`src/hw/rtl/irpfd_pkg.sv`:
```
package irpfd_pkg;

    localparam int TICK_W  = 6;
    localparam int COUNT_W = 5;
    localparam int FRAME_W = 17;
    localparam int BYTE_W  = 8;
    localparam int SYM_W   = 3;
    localparam int PHASE_W = 2;

    localparam logic [COUNT_W-1:0] FRAME_BITS = COUNT_W'(FRAME_W);

    // Interval windows, inclusive, in ticks
    localparam logic [TICK_W-1:0] ZERO_LO  = 6'd4;
    localparam logic [TICK_W-1:0] ZERO_HI  = 6'd6;
    localparam logic [TICK_W-1:0] SAME_LO  = 6'd9;
    localparam logic [TICK_W-1:0] SAME_HI  = 6'd11;
    localparam logic [TICK_W-1:0] ONE_LO   = 6'd14;
    localparam logic [TICK_W-1:0] ONE_HI   = 6'd16;
    localparam logic [TICK_W-1:0] STOP_LO  = 6'd19;
    localparam logic [TICK_W-1:0] STOP_HI  = 6'd21;
    localparam logic [TICK_W-1:0] START_LO = 6'd24;
    localparam logic [TICK_W-1:0] START_HI = 6'd26;

    // Symbol codes
    typedef logic [SYM_W-1:0] t_sym;
    localparam t_sym CODE_BAD   = 3'd0;
    localparam t_sym CODE_ZERO  = 3'd1;
    localparam t_sym CODE_SAME  = 3'd2;
    localparam t_sym CODE_ONE   = 3'd3;
    localparam t_sym CODE_STOP  = 3'd4;
    localparam t_sym CODE_START = 3'd5;

    // Decoder phases
    localparam logic [PHASE_W-1:0] PH_IDLE = 2'd0;
    localparam logic [PHASE_W-1:0] PH_DATA = 2'd1;
    localparam logic [PHASE_W-1:0] PH_STOP = 2'd2;

    // Held symbol handed from the input stage to the frame logic
    typedef struct packed {
        logic item_valid;
        t_sym sym;
    } t_sym_item;

endpackage

```
`src/hw/rtl/ir_pulse_frame_decoder.sv`:
```
// Pulse-distance IR frame decoder.
// Input channel (i_valid / o_stall / i_pulse_ticks): one item is one measured
// interval length in ticks; it is taken at a rising edge where i_valid is high
// and o_stall is low. Each interval is classified as zero, same-as-previous,
// one, stop, start or invalid.
// Output channel (o_valid / i_stall / o_link_flag, o_device_address,
// o_command_code): one item per completed frame (start, 17 data bits, stop).
// An accepted stop interval passes the input register, then one pass of decode
// logic into the result register, from which the receiver can take it.
// Throughput: one interval per cycle while o_stall is low; the single-pass
// decode sets this figure.
// When the receiver stalls, the finished result holds in the result register
// while intervals that give no result keep flowing; only a second completed
// frame waits in the input register, and o_stall then rises.
// Reset (i_rst_n low, synchronous): both registers empty, decoder idle and
// waiting for a start interval.
module ir_pulse_frame_decoder
    import irpfd_pkg::*;
(
    input  logic              i_clk,
    input  logic              i_rst_n,
    input  logic              i_valid,
    output logic              o_stall,
    input  logic [TICK_W-1:0] i_pulse_ticks,
    output logic              o_valid,
    input  logic              i_stall,
    output logic              o_link_flag,
    output logic [BYTE_W-1:0] o_device_address,
    output logic [BYTE_W-1:0] o_command_code
);

    logic              r_in_valid;
    logic [TICK_W-1:0] r_in_ticks;
    logic              advance;
    logic              accept;
    t_sym              sym;
    t_sym_item         item;

    // stall only while a held item cannot move on
    assign o_stall = r_in_valid && !advance;
    assign accept  = i_valid && !o_stall;

    // input register: fill on accept, drain when the held item advances
    always_ff @(posedge i_clk) begin
        if (!i_rst_n) begin
            r_in_valid <= 1'b0;
        end else if (accept) begin
            r_in_valid <= 1'b1;
        end else if (advance) begin
            r_in_valid <= 1'b0;
        end
    end

    always_ff @(posedge i_clk) begin
        if (accept) begin
            r_in_ticks <= i_pulse_ticks;
        end
    end

    irpfd_classify u_classify (
        .i_ticks (r_in_ticks),
        .o_sym   (sym)
    );

    assign item.item_valid = r_in_valid;
    assign item.sym        = sym;

    // frame state and result register
    irpfd_frame u_frame (
        .i_clk            (i_clk),
        .i_rst_n          (i_rst_n),
        .i_item           (item),
        .i_stall          (i_stall),
        .o_advance        (advance),
        .o_valid          (o_valid),
        .o_link_flag      (o_link_flag),
        .o_device_address (o_device_address),
        .o_command_code   (o_command_code)
    );

endmodule

```
`src/hw/rtl/irpfd_classify.sv`:
```
module irpfd_classify
    import irpfd_pkg::*;
(
    input  logic [TICK_W-1:0] i_ticks,
    output t_sym              o_sym
);

    always_comb begin
        if (i_ticks >= ZERO_LO && i_ticks <= ZERO_HI) begin
            o_sym = CODE_ZERO;
        end else if (i_ticks >= SAME_LO && i_ticks <= SAME_HI) begin
            o_sym = CODE_SAME;
        end else if (i_ticks >= ONE_LO && i_ticks <= ONE_HI) begin
            o_sym = CODE_ONE;
        end else if (i_ticks >= STOP_LO && i_ticks <= STOP_HI) begin
            o_sym = CODE_STOP;
        end else if (i_ticks >= START_LO && i_ticks <= START_HI) begin
            o_sym = CODE_START;
        end else begin
            o_sym = CODE_BAD;
        end
    end

endmodule

```
`src/hw/rtl/irpfd_frame.sv`:
```
module irpfd_frame
    import irpfd_pkg::*;
(
    input  logic              i_clk,
    input  logic              i_rst_n,
    input  t_sym_item         i_item,
    input  logic              i_stall,
    output logic              o_advance,
    output logic              o_valid,
    output logic              o_link_flag,
    output logic [BYTE_W-1:0] o_device_address,
    output logic [BYTE_W-1:0] o_command_code
);

    logic [PHASE_W-1:0] r_phase, n_phase;
    logic [COUNT_W-1:0] r_count, n_count;
    logic [FRAME_W-1:0] r_shift, n_shift;
    logic               r_last,  n_last;
    logic               r_out_valid;
    logic               r_link;
    logic [BYTE_W-1:0]  r_addr;
    logic [BYTE_W-1:0]  r_cmd;

    logic               emit;
    logic               take;
    logic               data_bit;
    logic [COUNT_W-1:0] count_inc;

    assign emit      = i_item.item_valid && (r_phase == PH_STOP) && (i_item.sym == CODE_STOP);
    // hold the item only when it carries a result and the result slot is still full
    assign o_advance = !emit || !r_out_valid || !i_stall;
    assign take      = i_item.item_valid && o_advance;
    assign count_inc = r_count + COUNT_W'(1);

    always_comb begin
        case (i_item.sym)
            CODE_ONE:  data_bit = 1'b1;
            CODE_SAME: data_bit = r_last;
            default:   data_bit = 1'b0;
        endcase
    end

    always_comb begin
        n_phase = r_phase;
        n_count = r_count;
        n_shift = r_shift;
        n_last  = r_last;
        if (take) begin
            if (i_item.sym == CODE_BAD) begin
                n_phase = PH_IDLE;
                n_count = '0;
                n_shift = '0;
                n_last  = 1'b0;
            end else begin
                case (r_phase)
                    PH_DATA: begin
                        if (i_item.sym == CODE_ZERO || i_item.sym == CODE_ONE ||
                            i_item.sym == CODE_SAME) begin
                            n_shift = {r_shift[FRAME_W-2:0], data_bit};
                            n_last  = data_bit;
                            n_count = count_inc;
                            if (count_inc >= FRAME_BITS) begin
                                n_phase = PH_STOP;
                            end
                        end else begin
                            n_phase = PH_IDLE;
                            n_count = '0;
                            n_shift = '0;
                            n_last  = 1'b0;
                        end
                    end
                    PH_STOP: begin
                        n_phase = PH_IDLE;
                        n_count = '0;
                        n_shift = '0;
                        n_last  = 1'b0;
                    end
                    default: begin
                        n_phase = PH_IDLE;
                        if (i_item.sym == CODE_START) begin
                            n_phase = PH_DATA;
                            n_count = '0;
                            n_shift = '0;
                            n_last  = 1'b0;
                        end
                    end
                endcase
            end
        end
    end

    always_ff @(posedge i_clk) begin
        if (!i_rst_n) begin
            r_phase     <= PH_IDLE;
            r_count     <= '0;
            r_shift     <= '0;
            r_last      <= 1'b0;
            r_out_valid <= 1'b0;
        end else begin
            r_phase <= n_phase;
            r_count <= n_count;
            r_shift <= n_shift;
            r_last  <= n_last;
            if (take && emit) begin
                r_out_valid <= 1'b1;
            end else if (!i_stall) begin
                r_out_valid <= 1'b0;
            end
        end
    end

    always_ff @(posedge i_clk) begin
        if (take && emit) begin
            r_link <= r_shift[FRAME_W-1];
            r_addr <= r_shift[2*BYTE_W-1:BYTE_W];
            r_cmd  <= r_shift[BYTE_W-1:0];
        end
    end

    assign o_valid          = r_out_valid;
    assign o_link_flag      = r_link;
    assign o_device_address = r_addr;
    assign o_command_code   = r_cmd;

    a_count_range: assert property (@(posedge i_clk) disable iff (!i_rst_n)
        r_count <= FRAME_BITS)
        else $error("bit count beyond frame length");

    a_stop_full: assert property (@(posedge i_clk) disable iff (!i_rst_n)
        r_phase == PH_STOP |-> r_count == FRAME_BITS)
        else $error("stop expected before frame is full");

    a_idle_clean: assert property (@(posedge i_clk) disable iff (!i_rst_n)
        r_phase == PH_IDLE |-> (r_count == '0 && r_shift == '0 && !r_last))
        else $error("idle with stale frame state");

    a_emit_loads: assert property (@(posedge i_clk) disable iff (!i_rst_n)
        (take && emit) |=> (r_out_valid && r_phase == PH_IDLE))
        else $error("completed frame not presented");

    a_no_phase3: assert property (@(posedge i_clk) disable iff (!i_rst_n)
        r_phase != 2'd3)
        else $error("unused phase code reached");

endmodule

```
`config.mk`:
```
export PLATFORM = sky130hd
export DESIGN_NAME = ir_pulse_frame_decoder
export DESIGN_NICKNAME = d
export VERILOG_FILES = /design/src/hw/rtl/irpfd_pkg.sv /design/src/hw/rtl/ir_pulse_frame_decoder.sv /design/src/hw/rtl/irpfd_classify.sv /design/src/hw/rtl/irpfd_frame.sv
export SDC_FILE = /design/constraint.sdc
export NUM_CORES = 1
export LEC_CHECK = 0
export BUFFER_PORTS_ARGS = -buffer_cell sky130_fd_sc_hd__clkbuf_2
export CORE_MARGIN = 3
export CORE_UTILIZATION = 61
export CTS_CLUSTER_DIAMETER = 50
export DETAILED_ROUTE_END_ITERATION = 10
export GPL_TIMING_DRIVEN = 1
export PLACE_DENSITY = 0.83
export SLEW_MARGIN = 0
export SYNTH_ARGS = -nofsm -noshare
export SYNTH_HDL_FRONTEND = slang
export SYNTH_SLANG_ARGS = --single-unit
```
`constraint.sdc`:
```
create_clock -name i_clk -period 4.5 [get_ports i_clk]
set_clock_uncertainty 0.05 [all_clocks]
set_input_delay 0.225 -clock i_clk [delete_from_list [all_inputs] [get_ports i_clk]]
set_output_delay 0.225 -clock i_clk [all_outputs]
set_load 0.05 [all_outputs]
```
# --- Yosys cells after proc, flatten, opt, wreduce, memory -nomap -nowiden ---
# Index checks and enable logic that the tools add are counted.
totals:
  register_bits: 50
  input_bits: 10
  output_inout_bits: 19
  wordCells: 83
op_classes:
  addsub: 1
  magnitude_cmp: 11
  eq_ne: 9
  mux: 27
  reduce_logical: 25
ops:
  columns: ["cell", "n"]
  rows:
  - ["17-bit two-way mux", 3]
  - ["17-bit case mux with 2 select lines", 1]
  - ["6-bit by 5-bit <= comparator with 1-bit output (second input constant)", 3]
  - ["3-bit two-way mux", 5]
  - ["5-bit two-way mux", 3]
  - ["6-bit by 4-bit >= comparator with 1-bit output (second input constant)", 2]
  - ["6-bit by 5-bit >= comparator with 1-bit output (second input constant)", 2]
  - ["1-bit logical AND", 11]
  - ["5-bit case mux with 2 select lines", 1]
  - ["1-bit two-way mux", 8]
  - ["3-bit by 2-bit equality test with 1-bit output (second input constant)", 2]
  - ["3-bit equality test (second input constant)", 2]
  - ["6-bit by 3-bit >= comparator with 1-bit output (second input constant)", 1]
  - ["6-bit by 3-bit <= comparator with 1-bit output (second input constant)", 1]
  - ["6-bit by 4-bit <= comparator with 1-bit output (second input constant)", 1]
  - ["2-bit two-way mux", 3]
  - ["5-bit by 1-bit adder with 5-bit output (second input constant)", 1]
  - ["5-bit >= comparator (second input constant)", 1]
  - ["1-bit zero test", 5]
  - ["1-bit logical OR", 4]
  - ["4-bit by 3-bit inequality test with 1-bit output (second input constant)", 1]
  - ["1-bit case mux with 2 select lines", 2]
  - ["2-bit case mux with 2 select lines", 1]
  - ["2-bit AND reduction", 2]
  - ["other kinds (7)", 7]

# --- Logic depth before layout (Yosys ltp) ---
logic_depth:
  ltp_word: 17
  ltp_mapped: 8
  mapped_depth_nobuf: 7

# --- Hierarchy ---
# A second synthesis with hierarchy kept.
hier_totals:
  cells_unflattened: 187
  hier_area_um2: 2049.5
modules_own_cells:
  columns: ["module", "n_inst", "cells_each", "area_each_um2", "seq_area_each_um2"]
  rows:
  - ["irpfd_frame", 1, 156, 1680.4, 1011.0]
  - ["ir_pulse_frame_decoder", 1, 10, 227.7, 200.2]
  - ["irpfd_classify", 1, 21, 141.4, 0.0]

# --- Least setup slack after synthesis ---
# OpenSTA, ideal clock, no wires.
synth_path:
  path_type: "reg2reg"
  startpoint: "register r_in_ticks[2]"
  endpoint: "register r_in_ticks[0] (enable)"
  setup_time_ns: 0.322
  t_arrival_ns: 2.480
  t_required_ns: 4.128
  path_slack_ns: 1.648
  path_stages_with_launch: 7
  n_path_buf: 1
  period_less_slack_ns: 2.852
  cell_sequence: "edfxtp_1 > buf_6 > and2b_1 > a21oi_1 > or4b_2 > nor2_1 > nor2b_1"
synth_between:
  elab_chain_cells: 16
  elab_cells_between_ends: 29
  cone_classes: "order compare: 10; eq/ne: 1; mux: 5; reduce/logical: 13"
synth_rtl:
  columns: ["element", "line", "rtl"]
  rows:
  - ["from (decl)", "ir_pulse_frame_decoder.sv:33", "logic [TICK_W-1:0] r_in_ticks;"]
  - ["from (signal assigned)", "ir_pulse_frame_decoder.sv:56", "r_in_ticks <= i_pulse_ticks;"]
  - ["6-bit by 5-bit >= comparator with 1-bit output / 6-bit by 5-bit <= comparator with 1-bit output (equally long branches)", "irpfd_classify.sv:17", "end else if (i_ticks >= START_LO && i_ticks <= START_HI) begin"]
  - ["1-bit logical AND", "irpfd_classify.sv:17", null]
  - ["3-bit two-way mux", "irpfd_classify.sv:17", null]
  - ["3-bit two-way mux", "irpfd_classify.sv:15", "end else if (i_ticks >= STOP_LO && i_ticks <= STOP_HI) begin"]
  - ["3-bit two-way mux", "irpfd_classify.sv:13", "end else if (i_ticks >= ONE_LO && i_ticks <= ONE_HI) begin"]
  - ["3-bit two-way mux", "irpfd_classify.sv:11", "end else if (i_ticks >= SAME_LO && i_ticks <= SAME_HI) begin"]
  - ["3-bit two-way mux *", "irpfd_classify.sv:9", "if (i_ticks >= ZERO_LO && i_ticks <= ZERO_HI) begin"]
  - ["3-bit equality test *", "irpfd_frame.sv:29", "assign emit = i_item.item_valid && (r_phase == PH_STOP) && (i_item.sym == CODE_STOP);"]
  - ["1-bit logical AND *", "irpfd_frame.sv:29", null]
  - ["1-bit zero test *", "irpfd_frame.sv:31", "assign o_advance = !emit || !r_out_valid || !i_stall;"]
  - ["1-bit logical OR * (2 in a row)", "irpfd_frame.sv:31", null]
  - ["1-bit zero test *", "ir_pulse_frame_decoder.sv:40", "assign o_stall = r_in_valid && !advance;"]
  - ["1-bit logical AND *", "ir_pulse_frame_decoder.sv:40", null]
  - ["via o_stall", "ir_pulse_frame_decoder.sv:23", "output logic o_stall,"]
  - ["1-bit zero test *", "ir_pulse_frame_decoder.sv:41", "assign accept = i_valid && !o_stall;"]
  - ["1-bit logical AND *", "ir_pulse_frame_decoder.sv:41", null]
  - ["via accept", "ir_pulse_frame_decoder.sv:35", "logic accept;"]
# Mark *: on every way through the listed nets, which the timed path passes. The rest lies on a longest branch.
# A chain may end at the register's enable or synchronous reset.

# --- Final worst setup path ---
layout_path:
  startpoint: "register r_in_ticks[2]"
  endpoint: "output o_stall"
layout_between:
  elab_chain_cells: 14
  elab_cells_between_ends: 27
  cone_classes: "order compare: 10; eq/ne: 1; mux: 5; reduce/logical: 11"
layout_rtl:
  columns: ["element", "line"]
  rows:
  - ["6-bit by 5-bit >= comparator with 1-bit output / 6-bit by 5-bit <= comparator with 1-bit output (equally long branches)", "irpfd_classify.sv:17"]
  - ["1-bit logical AND", "irpfd_classify.sv:17"]
  - ["3-bit two-way mux", "irpfd_classify.sv:17"]
  - ["3-bit two-way mux", "irpfd_classify.sv:15"]
  - ["3-bit two-way mux", "irpfd_classify.sv:13"]
  - ["3-bit two-way mux", "irpfd_classify.sv:11"]
  - ["3-bit two-way mux *", "irpfd_classify.sv:9"]
  - ["3-bit equality test *", "irpfd_frame.sv:29"]
  - ["1-bit logical AND *", "irpfd_frame.sv:29"]
  - ["1-bit zero test *", "irpfd_frame.sv:31"]
  - ["1-bit logical OR * (2 in a row)", "irpfd_frame.sv:31"]
  - ["1-bit zero test *", "ir_pulse_frame_decoder.sv:40"]
  - ["1-bit logical AND *", "ir_pulse_frame_decoder.sv:40"]
  - ["to (decl)", "ir_pulse_frame_decoder.sv:23"]
# Mark *: on every way between the ends. The rest lies on a longest branch, timed or not.

==> Flow_metrics.wiki <==
{| class="wikitable"
! Metric !! Value
|-
| Dominant cell by count in the synthesized netlist || sky130_fd_sc_hd__dfxtp_1
|-
| Primary flip-flop cell chosen by synthesis mapping || sky130_fd_sc_hd__dfxtp_1
|-
| Width of the die || 66.3 µm
|-
| Leakage component of the power || 0.838 nW
|-
| Global placement routability congestion || 0.883
|-
| Sink count of the clock tree || 49
|-
| GR Layer Usage met3 || 0.0442
|-
| Die outline area || 4390 µm²
|-
| Number of nets with antenna violations after routing || 0
|-
| Count of cells along the worst hold path || 2
|-
| Post-synthesis cell area || 2210 µm²
|-
| Synth-to-Final Area Change || 10.6%
|-
| Biggest area consumer among synthesized cells || sky130_fd_sc_hd__edfxtp_1
|-
| Setup TNS Final || 0 ps
|-
| Maximum clock path buffer count || 2
|-
| Required time reported for the critical path endpoint || 4220 ps
|-
| Final routed DRC violation total || 0
|-
| Busiest metal layer after global routing || met2
|-
| PwrDens || 295 nW/µm²
|-
| Wire length of the first global-routing pass || 6430 µm
|-
| Ant diodes || 0
|-
| # IOs || 29
|-
| Synth cell types || 45
|-
| HP Class || in2reg
|-
| Top cell types by occurrence after synthesis || sky130_fd_sc_hd__dfxtp_1 (26), sky130_fd_sc_hd__nand2_1 (25), sky130_fd_sc_hd__edfxtp_1 (23)
|-
| Cts-stage hold buffer count || 6
|-
| Arrival time at the worst endpoint || 2550 ps
|-
| Port Buf Inserts || 28
|-
| Unrepaired setup endpoints after global routing || no
|-
| Initial DRT Pass Iterations || 4
|-
| Fmax || 353 MHz
|-
| Later-pin clock latency in the skew report || 360 ps
|-
| Max Transition Viols Final || 0
|-
| Worst max-slew margin expressed relative to the limit || 0.211
|-
| Critical-path maximum fanout || 10
|-
| Effective utilization at floorplan || 0.648
|-
| Slew of the pin with the lowest slew margin || 1180 ps
|-
| Routed via count divided by cell count || 5.65
|-
| Half-perimeter wire length after detailed placement || 2570 µm
|-
| Number of global-route vias before repair || 1453
|-
| Number of cells on the worst reg-to-reg path || 4
|-
| Final Net Count || 238
|-
| Average footprint of a synthesized cell || 11.3 µm²
|-
| Cell at the root of the clock tree || sky130_fd_sc_hd__clkbuf_4
|-
| Final-layout fill cell count || 262
|-
| Kind of capture point of the worst setup path || primary output
|-
| Final worst path period share || 0.629
|-
| Synthesis-stage register bit count || 49
|-
| Number of flops mapped to enable cells by yosys || 23
|-
| Share of post-route cells with drive strength above 1 || 0.200
|-
| Met2 Use GR || 0.321
|-
| Number of instances in the synthesized netlist || 196
|-
| Aggregate global routing overflow || 0
|-
| Synthesized net count || 210
|-
| Outcome || complete, no violations
|-
| Leading cell types by total area after synthesis || sky130_fd_sc_hd__edfxtp_1 (31%), sky130_fd_sc_hd__dfxtp_1 (24%), sky130_fd_sc_hd__mux2i_1 (8.6%), sky130_fd_sc_hd__nand3_1 (4.5%), sky130_fd_sc_hd__nand2_1 (4.2%)
|-
| Number of antenna violations at the first check in global routing || 0
|-
| Hold Vio Cnt, Final || 0
|-
| Routed length per instance || 14.0 µm
|-
| H-tree depth || 2
|-
| Critical setup path kind || reg2out
|-
| YS warnings || 0
|-
| Number of gates given a new drive strength after cts || 0
|-
| CTS buffer count || 5
|-
| Placeable Area || 3420 µm²
|-
| Startpoint kind of the worst setup timing path || flop
|-
| Met1 layer usage reported by global route || 0.238
|-
| Height of the die || 66.3 µm
|-
| Portion of the post-synthesis area used by sequential elements || 0.547
|-
| Post-CTS setup-driven buffer insertion count || 0
|-
| Share of flip-flops with an asynchronous set or reset || 0
|-
| Worst vdd ir || 201 µV
|-
| Maximum number of pins on one net before global-route repair || 51
|-
| Clock period minus final worst setup slack || 2830 ps
|-
| Final setup fails || 0
|-
| Cell row count || 21
|-
| Initial DRC Count || 122
|-
| Max-cap violation count || 0
|-
| CTS clk-pin slew, worst paths || 120 ps
|-
| Fraction of synthesized cell area taken by the top area cell type || 0.312
|-
| Detailed Route WL || 3810 µm
|-
| Worst hold-check slack || 31.3 ps
|-
| TritonCTS clock tree || built
|-
| Via count || 1530
|-
| GRT Util Overall || 0.192
|}
-- state kept, by name (all words and copies together), names as in the netlist --
name	count
r_in_ticks	6
r_in_valid	1
u_frame.o_command_code	8
u_frame.o_device_address	8
u_frame.o_link_flag	1
u_frame.o_valid	1
u_frame.r_count	5
u_frame.r_phase	2
u_frame.r_shift	17
-- cells in the final DEF (no fill, tap or decap), types with 2 or more instances in the layout --
cell type / count
sky130_fd_sc_hd__clkbuf_2: 28
sky130_fd_sc_hd__dfxtp_1: 26
sky130_fd_sc_hd__nand2_1: 25
sky130_fd_sc_hd__edfxtp_1: 23
sky130_fd_sc_hd__nand3_1: 20
sky130_fd_sc_hd__mux2i_1: 19
sky130_fd_sc_hd__inv_1: 7
sky130_fd_sc_hd__dlygate4sd3_1: 6
sky130_fd_sc_hd__clkbuf_4: 5
sky130_fd_sc_hd__nand2b_1: 4
sky130_fd_sc_hd__nand3b_1: 4
sky130_fd_sc_hd__o21ai_0: 4
sky130_fd_sc_hd__ha_1: 4
sky130_fd_sc_hd__a21oi_1: 3
sky130_fd_sc_hd__nor2_1: 3
sky130_fd_sc_hd__or3b_1: 3
sky130_fd_sc_hd__xor2_1: 3
sky130_fd_sc_hd__and2b_1: 2
sky130_fd_sc_hd__nor2b_1: 2
sky130_fd_sc_hd__o22ai_1: 2
sky130_fd_sc_hd__nor3_1: 2
sky130_fd_sc_hd__o221ai_1: 2
sky130_fd_sc_hd__nand4_1: 2
-- cell families (layout without fill, tap and decap cells) --
kind of cell | Yosys count | count (layout) | synth area share
simple gates | 74 | 74 | 0.182
flops | 49 | 49 | 0.547
mux | 20 | 20 | 0.0910
buf+inv | 21 | 50 | 0.0571
fa+ha+maj | 4 | 4 | 0.0226
compound gates | 24 | 24 | 0.0848
xor+xnor | 4 | 4 | 0.0158
-- metal layers --
layer | vias up | share of wire | wire (µm)
met3 | 5 | 0.051 | 193
met1 | 725 | 0.44 | 1690
met2 | 34 | 0.49 | 1870
met4 | 0 | 0.012 | 44
li1 | 766 | - | -
met5 | - | 0 | 0
-- power breakdown --
| part | switching, mW | internal (mW) | total, mW |
|---|---|---|---|
| registers | 0.0112 | 0.469 | 0.480 |
| clock network | 0.133 | 0.0594 | 0.193 |
| logic | 0.0262 | 0.0232 | 0.0494 |
| total | 0.171 | 0.551 | 0.722 |
-- final cells by class --
class	count	area [µm²]	area share
sequential	49	1210	0.494
clock inverter	3	17.5	0.00715
tap	46	57.6	0.0235
timing repair buffer	35	208	0.0848
inverter	7	26.3	0.0107
clock buffer	5	37.5	0.0153
multi-input combinational	126	892	0.364
-- final timing paths --
kind | startpoint | endpoint | slack (ps)
max | r_in_ticks[2]$_DFFE_PP_ | o_stall | 1670
max reg2reg | r_in_ticks[2]$_DFFE_PP_ | u_frame.o_command_code[1]$_DFFE_PP_ | 1720
min | i_valid | r_in_valid$_SDFFE_PN0P_ | 30
min reg2reg | u_frame.r_shift[16]$_SDFFE_PN0P_ | u_frame.o_link_flag$_DFFE_PP_ | 420
-- worst max-delay path, cell delays in order, from the launching register on --
cell                       delay, ps
sky130_fd_sc_hd__edfxtp_1        530
sky130_fd_sc_hd__and2b_1         280
sky130_fd_sc_hd__a21oi_1          80
sky130_fd_sc_hd__or4b_2          740
sky130_fd_sc_hd__nor2_1          230
sky130_fd_sc_hd__clkbuf_2        330
-- metrics by stage --
step            util  setup WS (ps)  instances  power, mW  cell area [µm²]
6_report       0.717           1670        271      0.722             2450
3_5_place_dp   0.684           1720        257      0.534             2330
3_3_place_gp   0.684           1780        257      0.532             2330
5_1_grt        0.717           1560        271      0.749             2450
2_1_floorplan      -           1650        196      0.527             2210
4_1_cts        0.717           1690        271      0.725             2450
Power figures use the tool's default switching activity.
